**src/ctc_pkg.sv**
```systemverilog
// Package for the calendar time counter: payload structs, limits and
// calendar helper functions. No dependencies.
package ctc_pkg;

    localparam logic [3:0] C_MONTH_MAX  = 4'd12;
    localparam logic [4:0] C_HOUR_MAX   = 5'd23;
    localparam logic [5:0] C_MINSEC_MAX = 6'd59;
    localparam logic [4:0] C_LEN_FEB    = 5'd28;
    localparam logic [4:0] C_LEN_SHORT  = 5'd30;
    localparam logic [4:0] C_LEN_LONG   = 5'd31;

    localparam logic [3:0] C_FEB = 4'd2;
    localparam logic [3:0] C_APR = 4'd4;
    localparam logic [3:0] C_JUN = 4'd6;
    localparam logic [3:0] C_SEP = 4'd9;
    localparam logic [3:0] C_NOV = 4'd11;

    localparam logic C_REQ_TICK = 1'b0;
    localparam logic C_REQ_SET  = 1'b1;

    typedef struct packed {
        logic       req_type;
        logic [3:0] new_month;
        logic [4:0] new_day;
        logic [4:0] new_hour;
        logic [5:0] new_minute;
        logic [5:0] new_second;
    } t_in;

    typedef struct packed {
        logic [3:0] cur_month;
        logic [4:0] cur_day;
        logic [4:0] cur_hour;
        logic [5:0] cur_minute;
        logic [5:0] cur_second;
        logic       in_range;
    } t_out;

    typedef struct packed {
        logic [3:0] month;
        logic [4:0] day;
        logic [4:0] hour;
        logic [5:0] minute;
        logic [5:0] second;
    } t_time;

    localparam t_time C_RESET_TIME = '{month: 4'd1, day: 5'd1, hour: 5'd0,
                                       minute: 6'd0, second: 6'd0};

    function automatic logic [4:0] month_length(input logic [3:0] m);
        logic [4:0] len;
        if (m == C_FEB) begin
            len = C_LEN_FEB;
        end else if (m == C_APR || m == C_JUN || m == C_SEP || m == C_NOV) begin
            len = C_LEN_SHORT;
        end else begin
            len = C_LEN_LONG;
        end
        return len;
    endfunction

    function automatic logic fields_ok(input t_time t);
        return (t.month != 4'd0) && (t.month <= C_MONTH_MAX) && (t.day != 5'd0) &&
               (t.hour <= C_HOUR_MAX) && (t.minute <= C_MINSEC_MAX) &&
               (t.second <= C_MINSEC_MAX);
    endfunction

endpackage

```
**src/ctc_next.sv**
```systemverilog
// Next-value logic for the calendar time counter: applies one tick or set
// to the stored time and forms the result beat. Depends on ctc_pkg.
module ctc_next (
    input  ctc_pkg::t_time i_time,
    input  ctc_pkg::t_in   i_item,
    output ctc_pkg::t_time o_time,
    output ctc_pkg::t_out  o_result
);
    import ctc_pkg::*;

    logic [4:0] w_len;
    t_time      w_t;

    assign w_len = month_length(i_time.month);

    always_comb begin
        w_t = i_time;
        if (i_item.req_type == C_REQ_SET) begin
            w_t.month  = i_item.new_month;
            w_t.day    = i_item.new_day;
            w_t.hour   = i_item.new_hour;
            w_t.minute = i_item.new_minute;
            w_t.second = i_item.new_second;
        end else if (fields_ok(i_time)) begin
            if (i_time.second != C_MINSEC_MAX) begin
                w_t.second = 6'(i_time.second + 6'd1);
            end else begin
                w_t.second = 6'd0;
                if (i_time.minute != C_MINSEC_MAX) begin
                    w_t.minute = 6'(i_time.minute + 6'd1);
                end else begin
                    w_t.minute = 6'd0;
                    if (i_time.hour != C_HOUR_MAX) begin
                        w_t.hour = 5'(i_time.hour + 5'd1);
                    end else begin
                        w_t.hour = 5'd0;
                        // a day past the month's end keeps the date frozen
                        if (i_time.day == w_len) begin
                            w_t.day   = 5'd1;
                            w_t.month = (i_time.month == C_MONTH_MAX) ? 4'd1
                                      : 4'(i_time.month + 4'd1);
                        end else if (i_time.day < w_len) begin
                            w_t.day = 5'(i_time.day + 5'd1);
                        end
                    end
                end
            end
        end
    end

    assign o_time = w_t;

    assign o_result.cur_month  = w_t.month;
    assign o_result.cur_day    = w_t.day;
    assign o_result.cur_hour   = w_t.hour;
    assign o_result.cur_minute = w_t.minute;
    assign o_result.cur_second = w_t.second;
    assign o_result.in_range   = fields_ok(w_t);

endmodule

```
**src/calendar_time_counter_top.sv**
```systemverilog
// Top level of the calendar time counter: input register, time registers
// and result register around ctc_next. Depends on ctc_pkg and ctc_next.
//
// Every accepted beat (tick or set) yields exactly one result beat carrying
// the month, day, hour, minute and second after that beat plus the range
// flag. The block takes one beat per clock cycle while the output is not
// stalled. A beat is held in the input register and its result beat is
// presented from the result register. A stalled output drops o_in_ready
// only once the input register also holds a beat. The time registers are
// updated in the same cycle as the result register, by a single pass of
// compare-and-increment logic, so each beat sees the value left by the one
// before it. Out of reset the stored time is month 1, day 1, 00:00:00.
module calendar_time_counter_top (
    input  logic          i_clk,
    input  logic          i_rst_n,
    input  logic          i_in_valid,
    output logic          o_in_ready,
    input  ctc_pkg::t_in  i_in_data,
    output logic          o_out_valid,
    input  logic          i_out_ready,
    output ctc_pkg::t_out o_out_data
);
    import ctc_pkg::*;

    logic  r_in_valid;
    t_in   r_in;
    logic  r_out_valid;
    t_out  r_out;
    t_time r_time;

    t_time n_time;
    t_out  n_out;

    logic  w_out_free;
    logic  w_advance;
    logic  w_in_ready;

    ctc_next u_next (
        .i_time   (r_time),
        .i_item   (r_in),
        .o_time   (n_time),
        .o_result (n_out)
    );

    assign w_out_free = !r_out_valid || i_out_ready;
    assign w_advance  = r_in_valid && w_out_free;
    assign w_in_ready = !r_in_valid || w_advance;

    always_ff @(posedge i_clk) begin
        if (!i_rst_n) begin
            r_in_valid  <= 1'b0;
            r_out_valid <= 1'b0;
            r_time      <= C_RESET_TIME;
        end else begin
            if (w_in_ready) begin
                r_in_valid <= i_in_valid;
            end
            if (w_out_free) begin
                r_out_valid <= r_in_valid;
            end
            if (w_advance) begin
                r_time <= n_time;
            end
        end
    end

    // payload registers, no reset
    always_ff @(posedge i_clk) begin
        if (i_in_valid && w_in_ready) begin
            r_in <= i_in_data;
        end
        if (w_advance) begin
            r_out <= n_out;
        end
    end

    assign o_in_ready  = w_in_ready;
    assign o_out_valid = r_out_valid;
    assign o_out_data  = r_out;

endmodule

```
**config.mk**
```make
export PLATFORM = sky130hd
export DESIGN_NAME = calendar_time_counter_top
export DESIGN_NICKNAME = d
export VERILOG_FILES = /design/src/ctc_pkg.sv /design/src/ctc_next.sv /design/src/calendar_time_counter_top.sv
export SDC_FILE = /design/constraint.sdc
export NUM_CORES = 1
export LEC_CHECK = 0
export BUFFER_PORTS_ARGS = -buffer_cell sky130_fd_sc_hd__buf_2
export CAP_MARGIN = 40
export CORE_MARGIN = 8
export CORE_UTILIZATION = 30
export CTS_CLUSTER_SIZE = 25
export DETAILED_ROUTE_END_ITERATION = 16
export GPL_TIMING_DRIVEN = 1
export HOLD_SLACK_MARGIN = 0.08
export PLACE_DENSITY = 0.55
export SLEW_MARGIN = 20
export SYNTH_ARGS = -nofsm -noshare
export SYNTH_HDL_FRONTEND = slang
export SYNTH_HIERARCHICAL = 1
export SYNTH_SLANG_ARGS = --single-unit
```
**constraint.sdc**
```tcl
create_clock -name i_clk -period 3.1 [get_ports i_clk]
set_input_delay 0.31 -clock i_clk [delete_from_list [all_inputs] [get_ports i_clk]]
set_output_delay 0.31 -clock i_clk [all_outputs]
set_load 0.03 [all_outputs]
```
==> results of run 1 <==
state kept, by name, indices dropped and copies added, names as in the netlist:
register	count
o_out_data	27
r_in_valid	1
r_in	27
r_time	26
o_out_valid	1
worst max-delay path: stages, from the launching register on:
cell,delay (ns)
dfxtp_1,0.39
ha_1,0.23
nor2b_1,0.31
nand4_4,0.27
nor3_4,0.45
a41oi_1,0.17
o31a_1,0.37
a32o_1,0.27
nor4_2,0.25
metrics by stage:
stage	total power [mW]	worst slack, ns	TNS (ns)	std cells
floorplan	1.54	0.444	0	418
global placement	1.60	0.160	0	624
global route	2.81	-0.0324	-0.0324	642
detailed placement	1.60	0.105	0	626
CTS	2.71	0.0818	0	642
finish	2.69	0.210	0	642
report_power, final:
group          leakage, nW  total (mW)  switching, mW  internal, mW
registers            0.748        1.27         0.0369          1.23
logic                 1.03       0.318          0.198         0.119
clock network        0.152        1.10          0.431         0.670
worst paths after layout:
path                                           endpoint
worst min-delay path                 r_in[10]$_DFFE_PP_
worst max-delay path            o_out_data[0]$_DFFE_PP_
worst max register to register  o_out_data[0]$_DFFE_PP_
worst min register to register  r_time[11]$_SDFFE_PN0P_
final cells by class:
class	instances	area (um^2)
Clock buffer	11	253
Clock inverter	5	60.1
Fill cell	1476	9330
Inverter	13	48.8
Multi-Input combinational cell	275	1890
Sequential cell	82	2180
Tap cell	184	230
Timing Repair Buffer	72	425
cells in the mapped netlist (all sizes together) (8+ instances only):
master	number
edfxtp	54
inv	13
nor3	8
o21ai	14
and3	10
clkbuf	11
buf	37
a21oi	14
ha	11
nand2	76
nand3	9
dfxtp	28
nor2	13
mux2i	30
routing by layer:
metal / global-route usage [%] / wire length, um
met1: 14.2 / 4790
met2: 17.3 / 4800
met3: 3.71 / 539
met4: 5.25 / 219
met5: 0 / 0
cell families (layout without fill, tap and decap cells):
group	Yosys count	after routing	synth area share [%]
DFF	82	82	49.6
and+or+nand+nor	153	153	18.4
muxes	32	32	7.34
adders and majority gates	11	11	3.13
AOI/OAI and AO/OA	75	75	11.9
xor gates and xnor gates	4	4	0.797
buffers and inverters	61	101	8.76
==> results by group, run 1 <==
Finish
  • Synth-to-layout area growth: 15.8%
  • Most frequent cells in the layout: 76 x nand2_1, 59 x buf_2, 54 x edfxtp_1
  • Final core utilization: 35.3%
  • Share of cells above drive strength 1: 24.0%
  • Nets: roughly 500
  • Finished Cell Area: 0.00509 mm^2
  • Number of diodes: 0
  • Most common cell after layout, fill and taps aside: nand2_1

Timing
  • Worst-Margin Slew: between 0.5 and 0.6 ns
  • WHS: between 0.1 and 0.15 ns
  • Worst rel slew slack: between 60% and 70%
  • Number of endpoints failing setup at the final stage: 0
  • Max Clock Skew: slightly above 0.009 ns
  • Fin. max-slew vios: 0
  • Final Cycle Share: between 90% and 100%
  • Final hold violations: 0
  • Period minus WS final: a little under 3 ns
  • Fmax: approximately 0.35 GHz

Global routing
  • Congestion Overflow GR: 0
  • Initial antenna violation count: 0
  • Largest net degree at the start of global routing: 28
  • Global Route Usage Sum: 11.4%
  • Vias in the first global route: 3117
  • Global-route wire length before repair: 16400 um

Clock network
  • Clk sinks: between 80 and 90
  • Worst-path clk slew: ~0.060 ns
  • Clock root buffer: clkbuf_16
  • Postcts setup bufs: 0
  • Htree depth: 3
  • CTS Buffer Depth: 2
  • CTS resizes: 0
  • Clock latency on the worst-skew pair: 0.35 ns
  • Post-CTS Hold Fix Bufs: 0
  • CTS tree: built
  • Cts bufs inserted: 9

Die
  • Row count: 44
  • Chip height: 137 um
  • IO Count: 60
  • Initial Utilization: 30.5%
  • Core area: 0.0144 mm^2
  • Die ar.: ~0.019 mm^2
  • Die W: between 100 and 150 um

Setup path
  • Worst path required time: 3.28 ns
  • R2R Path Start: r_time[0]$_SDFFE_PN0P_
  • Critical path class: reg2reg
  • Critical Path AT: 3.07 ns
  • Crit end category: flop
  • Worst-path maximum fanout: 10
  • Worst r2r path cells: 8
  • R2r setup slk: 0.21 ns
  • CP Launch Type: flop
  • Worst Setup SP: r_time[0]$_SDFFE_PN0P_

Yosys
  • Seq/Total Area, Yosys: about half
  • Mapped Nets: 460
  • Ys flop type: edfxtp_1
  • Synth area leaders: edfxtp_1 37%, dfxtp_1 13%, mux2i_1 6.8%, nand2_1 6.5%, buf_4 4.6%
  • Yosys Warn Count: 6
  • Mapped cell area: 0.00440 mm^2
  • Post-synth ARST share: 0%
  • Post-Synthesis Cells: between 400 and 500
  • Share of the synthesized area in the top cell type: 36.9%
  • Yosys top cell by area: edfxtp_1
  • Synth unique cells: between 50 and 60
  • EDFF count, synth: 54
  • Synthesized area per cell: 10.5 um^2
  • Flops & latches, synth: 82

Min path
  • Hold Path Depth: 1
  • Hold_sp: i_in_data[10]
  • Hold crit path type: in2reg

Outcome
  • Outcome: complete, no violations

Place
  • Number of port buffers: 59
  • Dpl hpwl: 7510 um
  • Dpl cell area: 0.00472 mm^2
  • Routability cong.: 0.906

Pwr
  • VDD IR max: 0.000234 V
  • PD cells: 528 mW/mm^2
  • Lkg Pwr: 1.93 nW

Drt
  • DR vias: 3169
  • Detailed Route WL: 10300 um
  • Via-to-Cell Ratio: 4.94
  • Remaining routing DRC violations: 0
  • 1st-iter DRT viols: 200
  • Routed WL per cell: 16.1 um
  • Antenna Nets Post-Route: 0
  • Drt first pass iters: 4

Flow run
  • Maxcap violations: 0
Note: power is estimated with default switching activity, not from simulation.
==> run 2: changes to the inputs <==
--- a/config.mk
+++ b/config.mk
@@ -5,12 +5,14 @@
 export SDC_FILE = /design/constraint.sdc
 export NUM_CORES = 1
 export LEC_CHECK = 0
+export ABC_AREA = 1
 export BUFFER_PORTS_ARGS = -buffer_cell sky130_fd_sc_hd__buf_2
 export CAP_MARGIN = 40
 export CORE_MARGIN = 8
 export CORE_UTILIZATION = 30
 export CTS_CLUSTER_SIZE = 25
 export DETAILED_ROUTE_END_ITERATION = 16
+export GPL_ROUTABILITY_DRIVEN = 0
 export GPL_TIMING_DRIVEN = 1
 export HOLD_SLACK_MARGIN = 0.08
 export PLACE_DENSITY = 0.55
==> run 2 against run 1 <==
  * Sequential power barely moved
  * Hold slack got worse by 0.0086 ns
  * Via count rose by 19%
  * Largest power group unchanged
  * Highest routed layer unchanged
  * Largest cell class unchanged
==> results by group, run 2 <==
Global routing
  • Global Route Usage Sum: 11.8% (+0.43 points)
  • Initial antenna violation count: 0 (unchanged)
  • Largest net degree at the start of global routing: 53 (+89%)
  • Global-route wire length before repair: 18600 um (+13%)
  • Congestion Overflow GR: 0 (unchanged)
  • Vias in the first global route: 3712 (+19%)

Clock network
  • Htree depth: 3 (unchanged)
  • Clock latency on the worst-skew pair: 0.36 ns (about the same)
  • Clk sinks: 82 (unchanged)
  • Post-CTS Hold Fix Bufs: 0 (unchanged)
  • CTS resizes: 0 (unchanged)
  • CTS Buffer Depth: 2 (unchanged)
  • CTS tree: built
  • Worst-path clk slew: 0.06 ns (about the same)
  • Postcts setup bufs: 0 (unchanged)
  • Clock root buffer: clkbuf_16
  • Cts bufs inserted: 9 (unchanged)

Setup path
  • Critical path class: reg2reg
  • Crit-path slowest cell: dfxtp_1
  • CP Launch Type: flop
  • CP peak stage delay: 0.38 ns (-0.07 ns)
  • Worst path required time: 3.21 ns (-0.07 ns)
  • Crit end category: flop
  • Worst-path maximum fanout: 6 (-4)
  • Cell chain of the critical path: inv_1 -> ha_1 -> nand2_1 -> a21oi_1 -> nor2_1 -> ha_1 -> nand2_1 -> inv_1 -> nand2_1 -> nor2_2 -> inv_1 -> nor2_1 -> nand3_2 -> nand3_2 -> nand2_4 -> o21ai_1 -> nand2_1 -> nand2_1 -> nor2_1
  • Most used cell, CP: nand2_1
  • Critical Path AT: 2.83 ns (-0.24 ns)

Min path
  • Hold crit path type: in2reg

Pwr
  • Lkg Pwr: 2.44 nW (+27%)
  • PD cells: 509 mW/mm^2 (-3.6%)
  • VDD IR max: 0.000275 V (+18%)
  • Pwr Total: 2.68 mW (-0.46%)

Yosys
  • Ys flop type: edfxtp_1
  • Synthesized area per cell: 8.07 um^2 (-23%)
  • Simple-gate share of the synthesized area: 29.3% (+11 points)
  • Compound-Gate Fraction of Synth Area: 6.46% (-5.5 points)
  • Mapped cell area: 0.00473 mm^2 (+7.5%)
  • Flops & latches, synth: 82 (unchanged)
  • Synth area leaders: edfxtp_1 34%, nand2_1 12%, dfxtp_1 12%, inv_1 6.1%, buf_4 5.6%
  • Seq/Total Area, Yosys: 46.1% (-3.5 points)
  • XOR/XNOR Fraction of Synth Area: 1.11% (+0.31 points)
  • Commonest cells post-synth: 154 x nand2_1, 77 x inv_1, 56 x nor2_1
  • Share of the synthesized area in the top cell type: 34.3% (-2.6 points)
  • Synth Area in Adders: 2.91% (-0.22 points)
  • Mapped Nets: 628 (+37%)
  • Cell with the most instances after synthesis: nand2_1
  • Post-Synthesis Cells: 586 (+40%)
  • Post-synth ARST share: 0% (unchanged)
  • Yosys top cell by area: edfxtp_1
  • Multiplexer share of the synthesized area: 0% (-7.3 points)
  • EDFF count, synth: 54 (unchanged)
  • Synth unique cells: 34 (-42%)
  • Largest family of logic cells by synthesized area: simple AND/OR/NAND/NOR gates
  • Yosys Warn Count: 6 (unchanged)

Die
  • Initial Utilization: 30.2% (-0.28 points)
  • Die W: 142 um (+3.3%)
  • Row count: 46 (+4.5%)
  • Core area: 0.0157 mm^2 (+8.5%)
  • Chip height: 142 um (+3.3%)
  • IO Count: 60 (unchanged)
  • Die ar.: 0.0200 mm^2 (+6.6%)

Drt
  • Remaining routing DRC violations: 0 (unchanged)
  • Detailed Route WL: 11400 um (+10%)
  • Routed WL per cell: 13.6 um (-15%)
  • 1st-iter DRT viols: 306 (+53%)
  • Antenna Nets Post-Route: 0 (unchanged)
  • DR vias: 3774 (+19%)
  • Drt first pass iters: 6 (+2)
  • Via-to-Cell Ratio: 4.52 (-8.4%)

Timing
  • Setup total negative slack: 0 ns (unchanged)
  • Number of endpoints failing setup at the final stage: 0 (unchanged)
  • Max Clock Skew: 0.00808 ns (-0.00102 ns)
  • Final hold violations: 0 (unchanged)
  • Period minus WS final: 2.72 ns (-0.171 ns)
  • Fmax: 0.368 GHz (+6.3%)
  • RSZ-0062 raised after global routing: false
  • Final Cycle Share: 87.7% (-5.5 points)
  • Worst rel slew slack: 59.6% (-4.1 points)
  • Worst-Margin Slew: 0.606 ns (+0.0618 ns)
  • Fin. max-slew vios: 0 (unchanged)

Finish
  • Share of cells above drive strength 1: 18.9% (-5.1 points)
  • Most frequent cells in the layout: 154 x nand2_1, 77 x inv_1, 59 x buf_2
  • Nets: 656 (+33%)
  • Synth-to-layout area growth: 11.2%
  • Finished Cell Area: 0.00526 mm^2 (+3.2%)
  • Number of diodes: 0 (unchanged)
  • Most common cell after layout, fill and taps aside: nand2_1

Place
  • Dpl cell area: 0.00498 mm^2 (+5.6%)
  • Dpl hpwl: 7940 um (+5.7%)
  • Number of port buffers: 59 (unchanged)

Flow run
  • Maxcap violations: 0 (unchanged)

Outcome
  • Outcome: complete, no violations
-- run 2: changes by cell type after synthesis, sizes merged, moves of 10 or more --
cell and change:
mux2i -30, nand2 +85, inv +68, a21oi +22, nand3 +49, nor2 +53
and3 -10
-- run 2: kinds of logic (layout without fill, tap and decap cells) --
logic type | after synthesis | after routing
simple gates | 301 | 301
buf+inv | 129 | 162
flops | 82 | 82
compound gates | 57 | 57
fa+ha+maj | 11 | 11
xor+xnor | 6 | 6
-- run 2: final cells by class --
cell class,instances,area (um^2)
Fill cell,1673,10400
Tap cell,216,270
Clock buffer,9,225
Clock inverter,7,52.6
Timing Repair Buffer,65,340
Inverter,81,307
Multi-Input combinational cell,375,1880
Sequential cell,82,2180
-- run 2: worst paths after layout --
kind	startpoint	end	slack [ns]	cells past startpoint
setup reg to reg	r_time[22]$_SDFFE_PN1P_	o_out_data[0]$_DFFE_PP_	0.38	19
hold / removal	i_in_data[7]	r_in[7]$_DFFE_PP_	0.12	1
setup / recovery	r_time[22]$_SDFFE_PN1P_	o_out_data[0]$_DFFE_PP_	0.38	19
hold reg to reg	r_time[9]$_SDFFE_PN0P_	r_time[9]$_SDFFE_PN0P_	0.52	2
-- run 2: stage by stage --
stage / std cells / util [%] / hold slack, ns / setup WS (ns)
2_1_floorplan: 586 / - / 0.409 / 0.728
3_3_place_gp: 819 / 31.8 / 0.488 / 0.486
3_5_place_dp: 819 / 31.8 / 0.488 / 0.414
4_1_cts: 835 / 33.6 / 0.107 / 0.388
5_1_grt: 835 / 33.6 / 0.110 / 0.0941
6_report: 835 / 33.6 / 0.124 / 0.380
-- run 2: critical path: cells and delay by family (launching register included) --
family                   cells  cell delay [ns]
AND/OR/NAND/NOR             12             1.07
adder cells (fa/ha/maj)      2             0.49
flip-flops                   1             0.38
buffers and inverters        3             0.27
AO/OA/AOI/OAI                2             0.27
-- run 2: layer usage --
metal  part of all wire [%]  wire length, um  global-route usage [%]
met1                     47             5350                    14.5
met2                     46             5290                    19.0
met3                    4.9              561                    3.36
met4                    1.7              198                    4.86
met5                      0                0                       0
-- run 2: power breakdown --
part,switching [mW],total (mW),internal [mW]
clock,0.461,1.01,0.546
combinational,0.256,0.379,0.123
sequential,0.0471,1.29,1.24
